**src/u8u16_pkg.sv**
```systemverilog
// Types and constants for the UTF-8 to UTF-16 decoder.
package u8u16_pkg;

   localparam logic [1:0] STATUS_OK        = 2'd0;
   localparam logic [1:0] STATUS_ILLEGAL   = 2'd1;
   localparam logic [1:0] STATUS_TRUNCATED = 2'd2;

   localparam logic [7:0] LEAD_MIN   = 8'hC2;
   localparam logic [7:0] LEAD_MAX   = 8'hF4;
   localparam logic [7:0] LEAD_E0    = 8'hE0;
   localparam logic [7:0] LEAD_ED    = 8'hED;
   localparam logic [7:0] LEAD_F0    = 8'hF0;
   localparam logic [7:0] LEAD_F4    = 8'hF4;
   localparam logic [7:0] TRAIL_LO   = 8'h80;
   localparam logic [7:0] TRAIL_HI   = 8'hBF;
   localparam logic [7:0] E0_LO      = 8'hA0;
   localparam logic [7:0] ED_HI      = 8'h9F;
   localparam logic [7:0] F0_LO      = 8'h90;
   localparam logic [7:0] F4_HI      = 8'h8F;

   localparam logic [20:0] SUPP_BASE = 21'h010000;
   localparam logic [5:0]  HI_SURR   = 6'b110110;  // 0xD800 >> 10
   localparam logic [5:0]  LO_SURR   = 6'b110111;  // 0xDC00 >> 10

   typedef struct packed {
      logic [1:0]  owed;
      logic [20:0] point;
      logic [7:0]  lead;
      logic        first;
      logic        discard;
   } dec_state_type;

   typedef struct packed {
      logic [15:0] code_unit;
      logic [1:0]  status;
      logic        run_last;
      logic        string_end;
   } result_type;

endpackage

```
**src/utf8_to_utf16_validating_decoder.sv**
```systemverilog
// Streaming UTF-8 to UTF-16 decoder with strict validation, top level.
//
//   channel | dir | handshake            | payload
//   req     | in  | req_valid/req_ready  | req_byte_in[7:0], req_string_last
//   rsp     | out | rsp_valid/rsp_ready  | rsp_code_unit[15:0], rsp_status[1:0],
//           |     |                      | rsp_run_last, rsp_string_end
//
// One byte per cycle while the result buffer has room; a byte that completes a supplementary
// scalar loads both surrogates at once, and the next byte with a result waits for the low half.
// A req transfer reaches rsp through the input register and then the result buffer.
// Synchronous reset clears the sequence state and both buffers.
// A stalled rsp side fills the result buffer, then the input register, then drops req_ready.
module utf8_to_utf16_validating_decoder
   import u8u16_pkg::*;
(
   input  logic        clock,
   input  logic        reset,
   input  logic        req_valid,
   output logic        req_ready,
   input  logic [7:0]  req_byte_in,
   input  logic        req_string_last,
   output logic        rsp_valid,
   input  logic        rsp_ready,
   output logic [15:0] rsp_code_unit,
   output logic [1:0]  rsp_status,
   output logic        rsp_run_last,
   output logic        rsp_string_end
);

   logic          in_valid_ff, in_valid_in;
   logic [7:0]    in_byte_ff, in_byte_in;
   logic          in_last_ff, in_last_in;
   dec_state_type state_ff, state_in;
   dec_state_type step_nxt;
   logic [1:0]    step_count;
   result_type    step_res0;
   result_type    step_res1;
   logic          load_ok;
   logic          consume;

   u8u16_step u_step (
      .cur         (state_ff),
      .byte_in     (in_byte_ff),
      .string_last (in_last_ff),
      .nxt         (step_nxt),
      .count       (step_count),
      .res0        (step_res0),
      .res1        (step_res1)
   );

   // bytes that give no result never wait on the buffer
   assign consume   = in_valid_ff && ((step_count == 2'd0) || load_ok);
   assign req_ready = !in_valid_ff || consume;

   always_comb begin
      in_valid_in = in_valid_ff;
      in_byte_in  = in_byte_ff;
      in_last_in  = in_last_ff;
      state_in    = state_ff;
      if (consume) begin
         in_valid_in = 1'b0;
         state_in    = step_nxt;
      end
      if (req_valid && req_ready) begin
         in_valid_in = 1'b1;
         in_byte_in  = req_byte_in;
         in_last_in  = req_string_last;
      end
   end

   always_ff @(posedge clock) begin
      if (reset) begin
         in_valid_ff <= 1'b0;
         state_ff    <= '0;
      end else begin
         in_valid_ff <= in_valid_in;
         state_ff    <= state_in;
      end
      in_byte_ff <= in_byte_in;
      in_last_ff <= in_last_in;
   end

   u8u16_outbuf u_outbuf (
      .clock          (clock),
      .reset          (reset),
      .load           (consume && (step_count != 2'd0)),
      .load_count     (step_count),
      .load_res0      (step_res0),
      .load_res1      (step_res1),
      .load_ok        (load_ok),
      .rsp_valid      (rsp_valid),
      .rsp_ready      (rsp_ready),
      .rsp_code_unit  (rsp_code_unit),
      .rsp_status     (rsp_status),
      .rsp_run_last   (rsp_run_last),
      .rsp_string_end (rsp_string_end)
   );

endmodule

```
**src/u8u16_step.sv**
```systemverilog
// Combinational decode step: one byte against the sequence state.
module u8u16_step
   import u8u16_pkg::*;
(
   input  dec_state_type cur,
   input  logic [7:0]    byte_in,
   input  logic          string_last,
   output dec_state_type nxt,
   output logic [1:0]    count,
   output result_type    res0,
   output result_type    res1
);

   logic [7:0]  lo;
   logic [7:0]  hi;
   logic        trail_ok;
   logic        emit;
   logic        illegal;
   logic [20:0] pt;
   logic [20:0] acc;
   logic [20:0] offs;
   logic [1:0]  owed_left;

   always_comb begin
      lo = TRAIL_LO;
      hi = TRAIL_HI;
      if (cur.first) begin
         case (cur.lead)
            LEAD_E0: lo = E0_LO;
            LEAD_ED: hi = ED_HI;
            LEAD_F0: lo = F0_LO;
            LEAD_F4: hi = F4_HI;
            default: ;
         endcase
      end
      trail_ok = (byte_in >= lo) && (byte_in <= hi);
   end

   assign acc       = {cur.point[14:0], byte_in[5:0]};
   assign owed_left = cur.owed - 2'd1;
   assign offs      = pt - SUPP_BASE;

   always_comb begin
      nxt     = cur;
      count   = 2'd0;
      res0    = '0;
      res1    = '0;
      emit    = 1'b0;
      illegal = 1'b0;
      pt      = '0;
      if (cur.discard) begin
         if (string_last) nxt.discard = 1'b0;
      end else if (cur.owed == 2'd0) begin
         if (!byte_in[7]) begin
            emit = 1'b1;
            pt   = {13'd0, byte_in};
         end else if (byte_in < LEAD_MIN || byte_in > LEAD_MAX) begin
            illegal = 1'b1;
         end else if (string_last) begin
            nxt   = '0;
            count = 2'd1;
            res0  = '{code_unit: 16'd0, status: STATUS_TRUNCATED, run_last: 1'b1,
                      string_end: 1'b1};
         end else begin
            nxt.lead  = byte_in;
            nxt.first = 1'b1;
            case (byte_in[7:4]) inside
               4'hC, 4'hD: begin
                  nxt.owed  = 2'd1;
                  nxt.point = {16'd0, byte_in[4:0]};
               end
               4'hE: begin
                  nxt.owed  = 2'd2;
                  nxt.point = {17'd0, byte_in[3:0]};
               end
               default: begin
                  nxt.owed  = 2'd3;
                  nxt.point = {18'd0, byte_in[2:0]};
               end
            endcase
         end
      end else if (!trail_ok) begin
         illegal = 1'b1;
      end else if (owed_left == 2'd0) begin
         nxt  = '0;
         emit = 1'b1;
         pt   = acc;
      end else if (string_last) begin
         nxt   = '0;
         count = 2'd1;
         res0  = '{code_unit: 16'd0, status: STATUS_TRUNCATED, run_last: 1'b1,
                   string_end: 1'b1};
      end else begin
         nxt.point = acc;
         nxt.owed  = owed_left;
         nxt.first = 1'b0;
      end

      if (illegal) begin
         nxt         = '0;
         nxt.discard = !string_last;
         count       = 2'd1;
         res0        = '{code_unit: 16'd0, status: STATUS_ILLEGAL, run_last: 1'b1,
                         string_end: string_last};
      end

      if (emit) begin
         if (pt[20:16] == 5'd0) begin
            count = 2'd1;
            res0  = '{code_unit: pt[15:0], status: STATUS_OK, run_last: 1'b1,
                      string_end: string_last};
         end else begin
            // supplementary plane: surrogate pair, high half first
            count = 2'd2;
            res0  = '{code_unit: {HI_SURR, offs[19:10]}, status: STATUS_OK,
                      run_last: 1'b0, string_end: 1'b0};
            res1  = '{code_unit: {LO_SURR, offs[9:0]}, status: STATUS_OK,
                      run_last: 1'b1, string_end: string_last};
         end
      end
   end

endmodule

```
**src/u8u16_outbuf.sv**
```systemverilog
// Two-entry result buffer feeding the rsp channel.
module u8u16_outbuf
   import u8u16_pkg::*;
(
   input  logic        clock,
   input  logic        reset,
   input  logic        load,
   input  logic [1:0]  load_count,
   input  result_type  load_res0,
   input  result_type  load_res1,
   output logic        load_ok,
   output logic        rsp_valid,
   input  logic        rsp_ready,
   output logic [15:0] rsp_code_unit,
   output logic [1:0]  rsp_status,
   output logic        rsp_run_last,
   output logic        rsp_string_end
);

   logic [1:0] cnt_ff, cnt_in;
   result_type slot0_ff, slot0_in;
   result_type slot1_ff, slot1_in;
   logic       pop;

   assign pop     = (cnt_ff != 2'd0) && rsp_ready;
   // room for a fresh pair once the last held result leaves this cycle
   assign load_ok = (cnt_ff == 2'd0) || ((cnt_ff == 2'd1) && rsp_ready);

   always_comb begin
      cnt_in   = cnt_ff;
      slot0_in = slot0_ff;
      slot1_in = slot1_ff;
      if (load) begin
         cnt_in   = load_count;
         slot0_in = load_res0;
         slot1_in = load_res1;
      end else if (pop) begin
         cnt_in   = cnt_ff - 2'd1;
         slot0_in = slot1_ff;
      end
   end

   always_ff @(posedge clock) begin
      if (reset) begin
         cnt_ff <= 2'd0;
      end else begin
         cnt_ff <= cnt_in;
      end
      slot0_ff <= slot0_in;
      slot1_ff <= slot1_in;
   end

   assign rsp_valid      = (cnt_ff != 2'd0);
   assign rsp_code_unit  = slot0_ff.code_unit;
   assign rsp_status     = slot0_ff.status;
   assign rsp_run_last   = slot0_ff.run_last;
   assign rsp_string_end = slot0_ff.string_end;

endmodule

```
**config.mk**
```make
export PLATFORM = sky130hd
export DESIGN_NAME = utf8_to_utf16_validating_decoder
export DESIGN_NICKNAME = d
export VERILOG_FILES = /design/src/u8u16_pkg.sv /design/src/utf8_to_utf16_validating_decoder.sv /design/src/u8u16_step.sv /design/src/u8u16_outbuf.sv
export SDC_FILE = /design/constraint.sdc
export NUM_CORES = 1
export LEC_CHECK = 0
export ABC_AREA = 0
export BUFFER_PORTS_ARGS = -buffer_cell sky130_fd_sc_hd__buf_2
export CAP_MARGIN = 20
export CORE_MARGIN = 2
export CORE_UTILIZATION = 35
export CTS_CLUSTER_SIZE = 12
export DETAILED_ROUTE_END_ITERATION = 6
export PLACE_DENSITY = 0.52
export SLEW_MARGIN = 40
export SYNTH_ARGS = -nofsm -noshare
export SYNTH_HDL_FRONTEND = slang
export SYNTH_SLANG_ARGS = --single-unit
```
**constraint.sdc**
```tcl
create_clock -name clock -period 5 [get_ports clock]
set_input_delay 0.25 -clock clock [delete_from_list [all_inputs] [get_ports clock]]
set_output_delay 0.25 -clock clock [all_outputs]
set_load 0.02 [all_outputs]
```
* Word-level counts from Yosys, hierarchy flattened
Index checks and enable logic that the tools add are counted.
** Storage, ports and cells
- Register bits after elaboration :: 79
- Latch bits :: 0
- Bits in writable memories :: 0
- ROM bits :: 0
- Input port bits :: 13
- Output and inout port bits :: 22
- Logic and storage cells :: 124
- Memories kept :: 0
** Cells by class
- Add/sub/neg operators :: 3
- Multipliers :: 0
- Divide/modulo/power cells :: 0
- $lt $le $gt $ge :: 4
- Equal/unequal tests :: 11
- Shift operators :: 0
- Mux-type cells :: 60
- Bitwise logic cells :: 1
- Reductions and logical operators :: 27
** Operator list (number)
- $mux 20 :: 12
- $mux 33 :: 6
- $mux 21 :: 4
- $mux 32 :: 2
- $mux 23 :: 2
- $eq 8x8->1 const B :: 4
- $pmux 6 s2 :: 2
- $mux 2 :: 11
- $mux 22 :: 1
- $sub 20x17->20 const B :: 1
- $mux 1 :: 15
- $eq 4x4->1 const B :: 3
- $mux 6 :: 2
- $ge 8x8->1 :: 1
- $gt 8x8->1 const B :: 1
- $le 8x8->1 :: 1
- $logic_not 2->1 :: 4
- $lt 8x8->1 const B :: 1
- $mux 8 :: 1
- $reduce_bool 2->1 :: 4
- $mux 7 :: 1
- $logic_and 1x1->1 :: 6
- $ne 3x2->1 const B :: 2
- $reduce_and 6->1 :: 1
- other kinds (12) :: 18

* Logic depth before layout (Yosys ltp)
Gate-level depths: netlist (run 1).
- Depth in word-level cells :: 17
- Gate-level depth with buffers :: 17
- Depth with buffers taken out :: 16

* Modules after synthesis
A second synthesis (run 1) with hierarchy kept.
** Unflattened totals
- Cells, all modules :: 476
- Area total of the unflattened synthesis :: 4933.5 µm²
** By module, submodules not included
- utf8_to_utf16_validating_decoder :: instances 1, cells each 160, area an instance 1820.5 µm²
- u8u16_outbuf :: instances 1, cells each 81, area an instance 1592.8 µm²
- u8u16_step :: instances 1, cells each 235, area an instance 1520.2 µm²

* Worst setup path before layout (run 1)
No wires, ideal clock.
- Kind :: register to register
- Start :: register state_ff[8] in the netlist's numbering
- End :: register u_outbuf.slot0_ff (netlist bit u_outbuf.rsp_code_unit[9]), data pin
- Setup time :: 0.261 ns
- Data arrival time :: 3.070 ns
- Required time :: 4.739 ns
- Path slack :: 1.669 ns
- Stages on the path, launching flop included :: 16
- Clock period less this slack :: 3.331 ns
- Cell sequence :: dfxtp_1 > nand2_1 > nor2_1 > nand3_1 > nor3_1 > nand2_1 > ha_1 > nand2_1 > or4_4 > a21o_4 > nor3_4 > nand2_1 > ha_1 > o21ai_1 > nor4_1 > a221o_1
** RTL lines
- from (decl) :: RTL line utf8_to_utf16_validating_decoder.sv:33 : dec_state_type state_ff, state_in;
- from (signal assigned) :: RTL line utf8_to_utf16_validating_decoder.sv:77 : state_ff <= state_in;
- to (signal assigned) :: RTL line u8u16_outbuf.sv:49 : slot0_ff <= slot0_in;
- to (decl) :: RTL line u8u16_outbuf.sv:21 : result_type slot0_ff, slot0_in;

==> flow_metrics.tcl, run 1 <==
set metrics [dict create \
    grt_max_degree 22 \
    rsz0062_at_grt "false" \
    crit_slowest_cell "nor3_2" \
    grt_pass1_wl_um 13400 \
    drive_gt1_frac 0.183 \
    finalHoldViolCount 0 \
    synth_ff_type "edfxtp_1" \
    fin_area_um2 3920 \
    start_util 0.355 \
    syn_nets 346 \
    fin_setup_tns_ps 0 \
    dpl.hpwl_um 5810 \
    grt_pass1_vias 2480 \
    clk_latency_ps 350 \
    grt-ovfl-total 0 \
    dp_slack_ps 1160 \
    globalRouteTotalUtil 0.170 \
    routed-via-count 2599 \
    cts-resized-gates 0 \
    finalSetupViolations 0 \
    ys_seq_elements 71 \
    final_util 0.407 \
    syn_to_final_growth_pct 14.6 \
    hold_path_class "input pin to register" \
    fmax_mhz 258 \
    cts_buffers 9 \
    antenna_cells 0 \
    viasPerCell 5.26 \
    wl_per_cell_um 16.6 \
    clock_skew_ps 14.7 \
    synth_cell_types 57 \
    cp_max_fo 14 \
    wirelength_um 8200 \
    synth_commonest_cells "edfxtp_1, nand2_1, dfxtp_1" \
    synth-warning-count 0 \
    period_share 0.774 \
    rows 36 \
    yosys-top-cells-area "edfxtp_1, dfxtp_1, nand2_1" \
    drc 0 \
    htreeDepth 3 \
    powerDensity_nw_per_um2 420 \
    crit_family "simple AND/OR/NAND/NOR gates" \
    critical_path_buf_inv_count 1 \
    dieArea_um2 10600 \
    crit_top_cell "nand2_1" \
    hp-start "req_byte_in[1]" \
    dpl-instance-area_um2 3720 \
    tightest_slew_ps 767 \
    maxCapViolations 0 \
    drtAntennaViolNets 0 \
    crit_chain "nand2_1 -> nor2_1 -> nand3_1 -> nor3_1 -> nand2_1 -> ha_1 -> nand2_1 -> or4_4 -> a21o_4 -> nor3_4 -> nand2_1 -> ha_1 -> inv_1 -> a21oi_2 -> nor3_2 -> o21ai_1" \
    antenna_found_initial 0 \
    io_buffers 34 \
    drt_iter0_drc 116 \
    yosysMostFrequentCell "edfxtp_1" \
    die_h_um 103 \
    coreArea_um2 9640 \
    power.leakage_uw 0.00141 \
    fill_cells 993 \
    setup_ws_ps 1130 \
    worstSetupStartpoint "state_ff[7]" \
    relSlewSlack 0.489 \
    slew_viol_final 0 \
    hold_buffers 0 \
    clockBufferDepth 2 \
    yosysTopAreaCell "edfxtp_1" \
    io_pins 35 \
    gp_congestion 0.827 \
    critPathKind "register to register" \
    ir_worst_vdd_mv 0.145 \
    syn_area_um2 3420 \
    synth_edf_count 41 \
    endpoint_kind "register" \
    nets 378 \
    slowest_delay_ps 570 \
    clock-sinks 71 \
    hold_ws_ps 69.1 \
    syn_inst 324 \
    async_flop_share 0 \
    synth_top_area_frac 0.360 \
    start_kind "register" \
    worstPathArrival_ps 3960 \
    status "completed" \
    ys_seq_area_frac 0.536 \
    clk_pin_slew_ps 80 \
    reg2reg_from "state_ff[7]" \
    first_pass_iters 4 \
    die_w_um 103 \
    crit_required_ps 5090 \
    period_needed_ps 3870 \
    cts-root-buf "clkbuf_8" \
    syn_avg_cell_area_um2 10.6 \
    post_cts_buffers 0 \
    cts_tree "yes" \
]
-- logic make-up (layout without fill, tap and decap cells) --
group | after synthesis | count (layout) | synth area share
buf+inv | 37 | 74 | 0.0424
xor+xnor | 2 | 2 | 0.00512
fa+ha+maj | 9 | 9 | 0.0329
flops | 71 | 71 | 0.536
simple gates | 108 | 108 | 0.173
compound gates | 97 | 97 | 0.211
-- report_power, final --
| part | total [uW] | switching (uW) | internal [uW] | leakage, uW |
|---|---|---|---|---|
| registers | 780 | 44.9 | 735 | 0.000639 |
| logic | 408 | 278 | 130 | 0.000680 |
| clock network | 460 | 230 | 230 | 0.0000933 |
-- final cells by class --
| class | instances | area (um^2) | share of cell area |
|---|---|---|---|
| tap | 133 | 166 | 0.0425 |
| sequential | 71 | 1830 | 0.467 |
| multi-input combinational | 216 | 1460 | 0.372 |
| inverter | 22 | 82.6 | 0.0211 |
| timing repair buffer | 36 | 185 | 0.0473 |
| clock buffer | 9 | 124 | 0.0316 |
| clock inverter | 7 | 71.3 | 0.0182 |
-- cell usage in the layout, fill, tap and decap left out, drive strengths merged, types with 3 or more instances in the layout --
| master | n |
|---|---|
| a21o | 6 |
| clkinv | 3 |
| o21ai | 20 |
| buf | 36 |
| nor2b | 3 |
| nor4 | 7 |
| or3 | 11 |
| nor2 | 13 |
| a32oi | 6 |
| edfxtp | 41 |
| clkbuf | 9 |
| and2 | 6 |
| dfxtp | 30 |
| nand2b | 4 |
| nor4b | 3 |
| a31o | 3 |
| nand3 | 3 |
| a211oi | 6 |
| inv | 23 |
| a21oi | 17 |
| and3 | 4 |
| nor3 | 14 |
| o31ai | 6 |
| a22o | 12 |
| ha | 9 |
| nand2 | 31 |
-- per-layer routing --
| metal | up-vias | part of all wire | GRT usage |
|---|---|---|---|
| met1 | 1229 | 0.48 | 0.233 |
| li1 | 1300 | - | - |
| met3 | 16 | 0.039 | 0.0278 |
| met4 | 0 | 0.023 | 0.0759 |
| met2 | 54 | 0.46 | 0.264 |
| met5 | - | 0 | 0 |
-- state kept, by name, summed over array words and instances (netlist names) --
signal,count
u_outbuf.cnt_ff,2
in_last_ff,1
in_valid_ff,1
u_outbuf.rsp_code_unit,16
u_outbuf.rsp_run_last,1
u_outbuf.rsp_status,2
state_ff,27
u_outbuf.rsp_string_end,1
in_byte_ff,8
u_outbuf.slot1_ff,12
-- path summary, 6_finish.rpt --
check,to,slack [ps],cells after the start
hold / removal,in_byte_ff[1],70,1
setup / recovery,u_outbuf.rsp_string_end,1130,16
hold reg to reg,state_ff[8],460,1
setup reg to reg,u_outbuf.rsp_string_end,1130,16
-- through the flow --
step,std cells,power [uW]
6_report,494,1650
5_1_grt,494,1740
4_1_cts,494,1670
3_5_place_dp,478,1210
3_3_place_gp,478,1200
2_1_floorplan,324,1070
-- worst reg2reg max path, cell delays in order (launching register included) --
cell and delay, ps:
dfxtp_1 340, nand2_1 50, nor2_1 90, nand3_1 140, nor3_1 160, nand2_1 80, ha_1 280, nand2_1 50
or4_4 550, a21o_4 270, nor3_4 300, nand2_1 100, ha_1 260, inv_1 120, a21oi_2 120, nor3_2 570
o21ai_1 140
No activity file was read; power rests on OpenSTA's default activity.
==> run 2: changes to the inputs <==
--- a/config.mk
+++ b/config.mk
@@ -12,7 +12,7 @@
 export CORE_UTILIZATION = 35
 export CTS_CLUSTER_SIZE = 12
 export DETAILED_ROUTE_END_ITERATION = 6
-export PLACE_DENSITY = 0.52
+export PLACE_DENSITY = 0.54
 export SLEW_MARGIN = 40
 export SYNTH_ARGS = -nofsm -noshare
 export SYNTH_HDL_FRONTEND = slang
==> constraint.sdc (replaced) <==
create_clock -name clock -period 3.2 [get_ports clock]
set_input_delay 0.16 -clock clock [delete_from_list [all_inputs] [get_ports clock]]
set_output_delay 0.16 -clock clock [all_outputs]
set_load 0.02 [all_outputs]
==> flow_metrics.tcl, run 2 (synthesis results as in run 1) <==
set metrics [dict create \
    period_needed_ps 3210 \
    nets 420 \
    status "finished with violations" \
    clock_skew_ps 13.4 \
    htreeDepth 3 \
    endpoint_kind "register" \
    power.leakage_uw 0.00162 \
    ff_latch_area_um2 1830 \
    period_share 1.00 \
    die_w_um 103 \
    antenna_found_initial 0 \
    grt-ovfl-total 0 \
    ir_worst_vdd_mv 0.205 \
    reg2regPathDepth 16 \
    cts-root-buf "clkbuf_8" \
    hold_end "in_valid_ff" \
    wl_per_cell_um 16.3 \
    critPathKind "register to register" \
    final_common_cell "edfxtp_1" \
    reg2reg_from "state_ff[7]" \
    rr_endpoint "u_outbuf.rsp_code_unit[8]" \
    clk_pin_slew_ps 80 \
    die_h_um 103 \
    grt_pass1_vias 2617 \
    rows 36 \
    multi_input_area_um2 1580 \
    cp_max_fo 5 \
    relSlewSlack 0.489 \
    drc 0 \
    clock-sinks 71 \
    drive_gt1_frac 0.310 \
    dieArea_um2 10600 \
    whs_path_depth 3 \
    hold_ws_ps 46.5 \
    power.total_uw 2600 \
    viasPerCell 5.22 \
    start_util 0.355 \
    powerDensity_nw_per_um2 591 \
    fill_cells 931 \
    clk_latency_ps 360 \
    start_kind "register" \
    fin_setup_tns_ps -9.93 \
    drt_iter0_drc 91 \
    top_register "state_ff" \
    fmax_mhz 312 \
    io_buffers 34 \
    first_pass_iters 4 \
    maxCapViolations 0 \
    grt_pass1_wl_um 13700 \
    final_cell_mix "edfxtp_1, buf_2, buf_4" \
    drtAntennaViolNets 0 \
    wirelength_um 8760 \
    finalHoldViolCount 0 \
    cts_tree "yes" \
    largest_reg_flops 27 \
    hold_path_class "input pin to register" \
    grt_max_degree 21 \
    coreArea_um2 9640 \
    clockBufferDepth 2 \
    worstPathArrival_ps 3320 \
    reg2reg_slack_ps -8 \
    violations "negative setup slack" \
    slew_viol_final 0 \
    rsz0062_at_grt "true" \
    dp_slack_ps 30.9 \
    gp_congestion 0.879 \
    io_pins 35 \
    globalRouteTotalUtil 0.174 \
    syn_to_final_growth_pct 28.4 \
    finalSetupViolations 2 \
    antenna_cells 0 \
    final_util 0.456 \
    hp-start "req_valid" \
    tightest_slew_ps 767 \
    setup_ws_ps -8.34 \
    crit_required_ps 3310 \
    routed-via-count 2796 \
    cts_buffers 9 \
    dpl.hpwl_um 6350 \
]
==> run 2: how the worst max path moves through the flow <==
stage	start	to	slack (ps)
finish	state_ff[7]	u_outbuf.rsp_code_unit[8]	-8
global route	state_ff[7]	u_outbuf.rsp_code_unit[8]	-160
CTS	state_ff[7]	u_outbuf.rsp_run_last	4
detailed placement	state_ff[7]	u_outbuf.rsp_run_last	30
global placement	state_ff[8]	u_outbuf.rsp_code_unit[8]	60
floorplan	state_ff[8]	u_outbuf.rsp_string_end	20
==> run 2: area by class of cell <==
cell class | count | share of cell area
Multi-Input combinational cell | 216 | 0.359
Inverter | 22 | 0.0194
Clock buffer | 9 | 0.0282
Timing Repair Buffer | 78 | 0.127
Clock inverter | 7 | 0.0105
Sequential cell | 71 | 0.418
Tap cell | 133 | 0.0379
==> run 2: repair_timing <==
action | CTS | global route
hold endpoints to repair | 9 | 0
setup endpoints to repair | 0 | 60
resized for setup | 0 | 36
hold buffers | 9 | 0
setup buffers | 0 | 2
==> run 2: metal layers <==
metal  up-vias  share of wire  GRT usage
met1      1334           0.45      0.222
met2        75           0.50      0.298
li1       1378              -          -
met5         -              0          0
met3         9          0.041     0.0285
met4         0          0.015     0.0648
==> run 2: critical path, cell delays in order (launching register included) <==
cell and delay [ps]:
dfxtp_2 330, nand2_1 40, nor2_1 110, nand3_2 110
nor3_2 200, nand2_1 120, ha_4 280, nand2_2 40
or4_4 480, a21o_4 230, nor3_4 210, nand2_2 100
ha_4 190, o211ai_1 80, o21ai_1 90, o211ai_1 260
o21ai_1 100
==> run 2: metrics by stage <==
| step | cell area, um^2 | cells |
|---|---|---|
| 5_1_grt | 4390 | 536 |
| 3_3_place_gp | 3980 | 509 |
| 2_1_floorplan | 3440 | 324 |
| 6_report | 4390 | 536 |
| 4_1_cts | 4240 | 534 |
| 3_5_place_dp | 3980 | 509 |
==> run 2: report_power, final <==
group / total (uW) / leakage [uW] / switching [uW] / internal [uW]
combinational: 746 / 0.000894 / 468 / 278
clock: 652 / 0.0000851 / 370 / 281
sequential: 1200 / 0.000640 / 51.6 / 1150
total: 2600 / 0.00162 / 890 / 1710
==> run 3: changes to the inputs <==
--- a/config.mk
+++ b/config.mk
@@ -13,6 +13,7 @@
 export CTS_CLUSTER_SIZE = 12
 export DETAILED_ROUTE_END_ITERATION = 6
 export PLACE_DENSITY = 0.54
+export SKIP_CTS_REPAIR_TIMING = 1
 export SLEW_MARGIN = 40
 export SYNTH_ARGS = -nofsm -noshare
 export SYNTH_HDL_FRONTEND = slang
==> flow_metrics.tcl, run 3 (synthesis results as in run 1) <==
set metrics [dict create \
    drive_gt1_frac 0.310 \
    power.leakage_uw 0.00162 \
    crit_required_ps 3310 \
    io_pins 35 \
    drtAntennaViolNets 0 \
    coreArea_um2 9640 \
    ir_worst_vdd_mv 0.205 \
    largest_reg_flops 27 \
    drc 0 \
    clk_pin_slew_ps 80 \
    reg2reg_slack_ps -4 \
    globalRouteTotalUtil 0.173 \
    top_register "state_ff" \
    reg2reg_from "state_ff[7]" \
    dpl.hpwl_um 6350 \
    dieArea_um2 10600 \
    final_common_cell "edfxtp_1" \
    finalHoldViolCount 0 \
    clock-sinks 71 \
    grt-ovfl-total 0 \
    nets 420 \
    dpl-instance-area_um2 3980 \
    start_util 0.355 \
    clk_latency_ps 360 \
    rr_endpoint "u_outbuf.rsp_code_unit[8]" \
    whs_path_depth 3 \
    finalSetupViolations 1 \
    setup_ws_ps -4.09 \
    violations "negative setup slack" \
    fin_area_um2 4390 \
    slew_viol_final 0 \
    final_cell_mix "edfxtp_1, buf_2, buf_4" \
    clockBufferDepth 2 \
    first_pass_iters 4 \
    crit_chain "nand2_1 -> nor2_1 -> nand3_2 -> nor3_2 -> nand2_1 -> ha_4 -> nand2_2 -> or4_4 -> a21o_4 -> nor3_4 -> nand2_2 -> ha_4 -> o211ai_1 -> o21ai_1 -> o211ai_1 -> o21ai_1" \
    status "finished with violations" \
    die_h_um 103 \
    syn_to_final_growth_pct 28.4 \
    cts-root-buf "clkbuf_8" \
    worstPathArrival_ps 3310 \
    gp_congestion 0.879 \
    antenna_cells 0 \
    critPathKind "register to register" \
    hp-start "req_valid" \
    io_buffers 34 \
    routed-via-count 2807 \
    start_kind "register" \
    antenna_found_initial 0 \
    hold_path_class "input pin to register" \
    die_w_um 103 \
    cts_buffers 9 \
    wl_per_cell_um 16.4 \
    period_needed_ps 3200 \
    relSlewSlack 0.486 \
    period_share 1.00 \
    fmax_mhz 312 \
    wirelength_um 8790 \
    cts_tree "yes" \
    hold_end "in_valid_ff" \
    crit_slowest_cell "or4_4" \
    grt_pass1_wl_um 13600 \
    drt_iter0_drc 109 \
    final_util 0.456 \
    worstSetupStartpoint "state_ff[7]" \
    clock_skew_ps 13.7 \
    rows 36 \
    endpoint_kind "register" \
    maxCapViolations 0 \
    rsz0062_at_grt "true" \
    htreeDepth 3 \
    grt_max_degree 21 \
    tightest_slew_ps 771 \
    powerDensity_nw_per_um2 591 \
    slowest_delay_ps 480 \
    cp_max_fo 5 \
    reg2regPathDepth 16 \
    grt_pass1_vias 2583 \
    viasPerCell 5.24 \
]
run 3: cell counts in the layout (fill, tap and decap cells not counted):
No cell type changed its count.
run 3: critical path: cells and delay by family (launching register included):
kind / cells / cell delay (ps)
AND/OR/NAND/NOR: 9 / 1400
AO/OA/AOI/OAI: 5 / 750
adder cells (fa/ha/maj): 2 / 480
flip-flops: 1 / 330
run 3: report_power, final:
group	internal [uW]	switching [uW]	leakage, uW
Clock	281	368	0.0000851
Sequential	1150	51.7	0.000640
Combinational	278	469	0.000894
run 3: area by class of cell:
cell class,count,area (um^2)
timing repair buffer,78,559
fill,931,5250
sequential,71,1830
clock buffer,9,124
clock inverter,7,46.3
inverter,22,85.1
multi-input combinational,216,1580
tap,133,166
run 3: how the worst max path moves through the flow:
stage	to	depth (start not counted)
2_1_floorplan	u_outbuf.rsp_string_end	17
3_3_place_gp	u_outbuf.rsp_code_unit[8]	16
3_5_place_dp	u_outbuf.rsp_run_last	17
4_1_cts	u_outbuf.rsp_run_last	17
5_1_grt	u_outbuf.rsp_code_unit[8]	16
6_report	u_outbuf.rsp_code_unit[8]	16
run 3: layer usage:
metal	wire, um	GRT usage
met5	0	0
met4	152	0.0648
met3	361	0.0285
met2	4360	0.293
met1	3920	0.222
run 3: stage by stage:
stage | total power [uW] | TNS (ps) | setup slack [ps] | hold slack [ps] | std cells
4_1_cts | 2590 | 0 | 3.91 | -30.4 | 525
6_report | 2600 | -4.09 | -4.09 | 48.9 | 536
3_3_place_gp | 1950 | 0 | 61.8 | 336 | 509
3_5_place_dp | 1950 | 0 | 30.9 | 338 | 509
2_1_floorplan | 1670 | 0 | 22.3 | 259 | 324
5_1_grt | 2740 | -3340 | -163 | 81.4 | 536
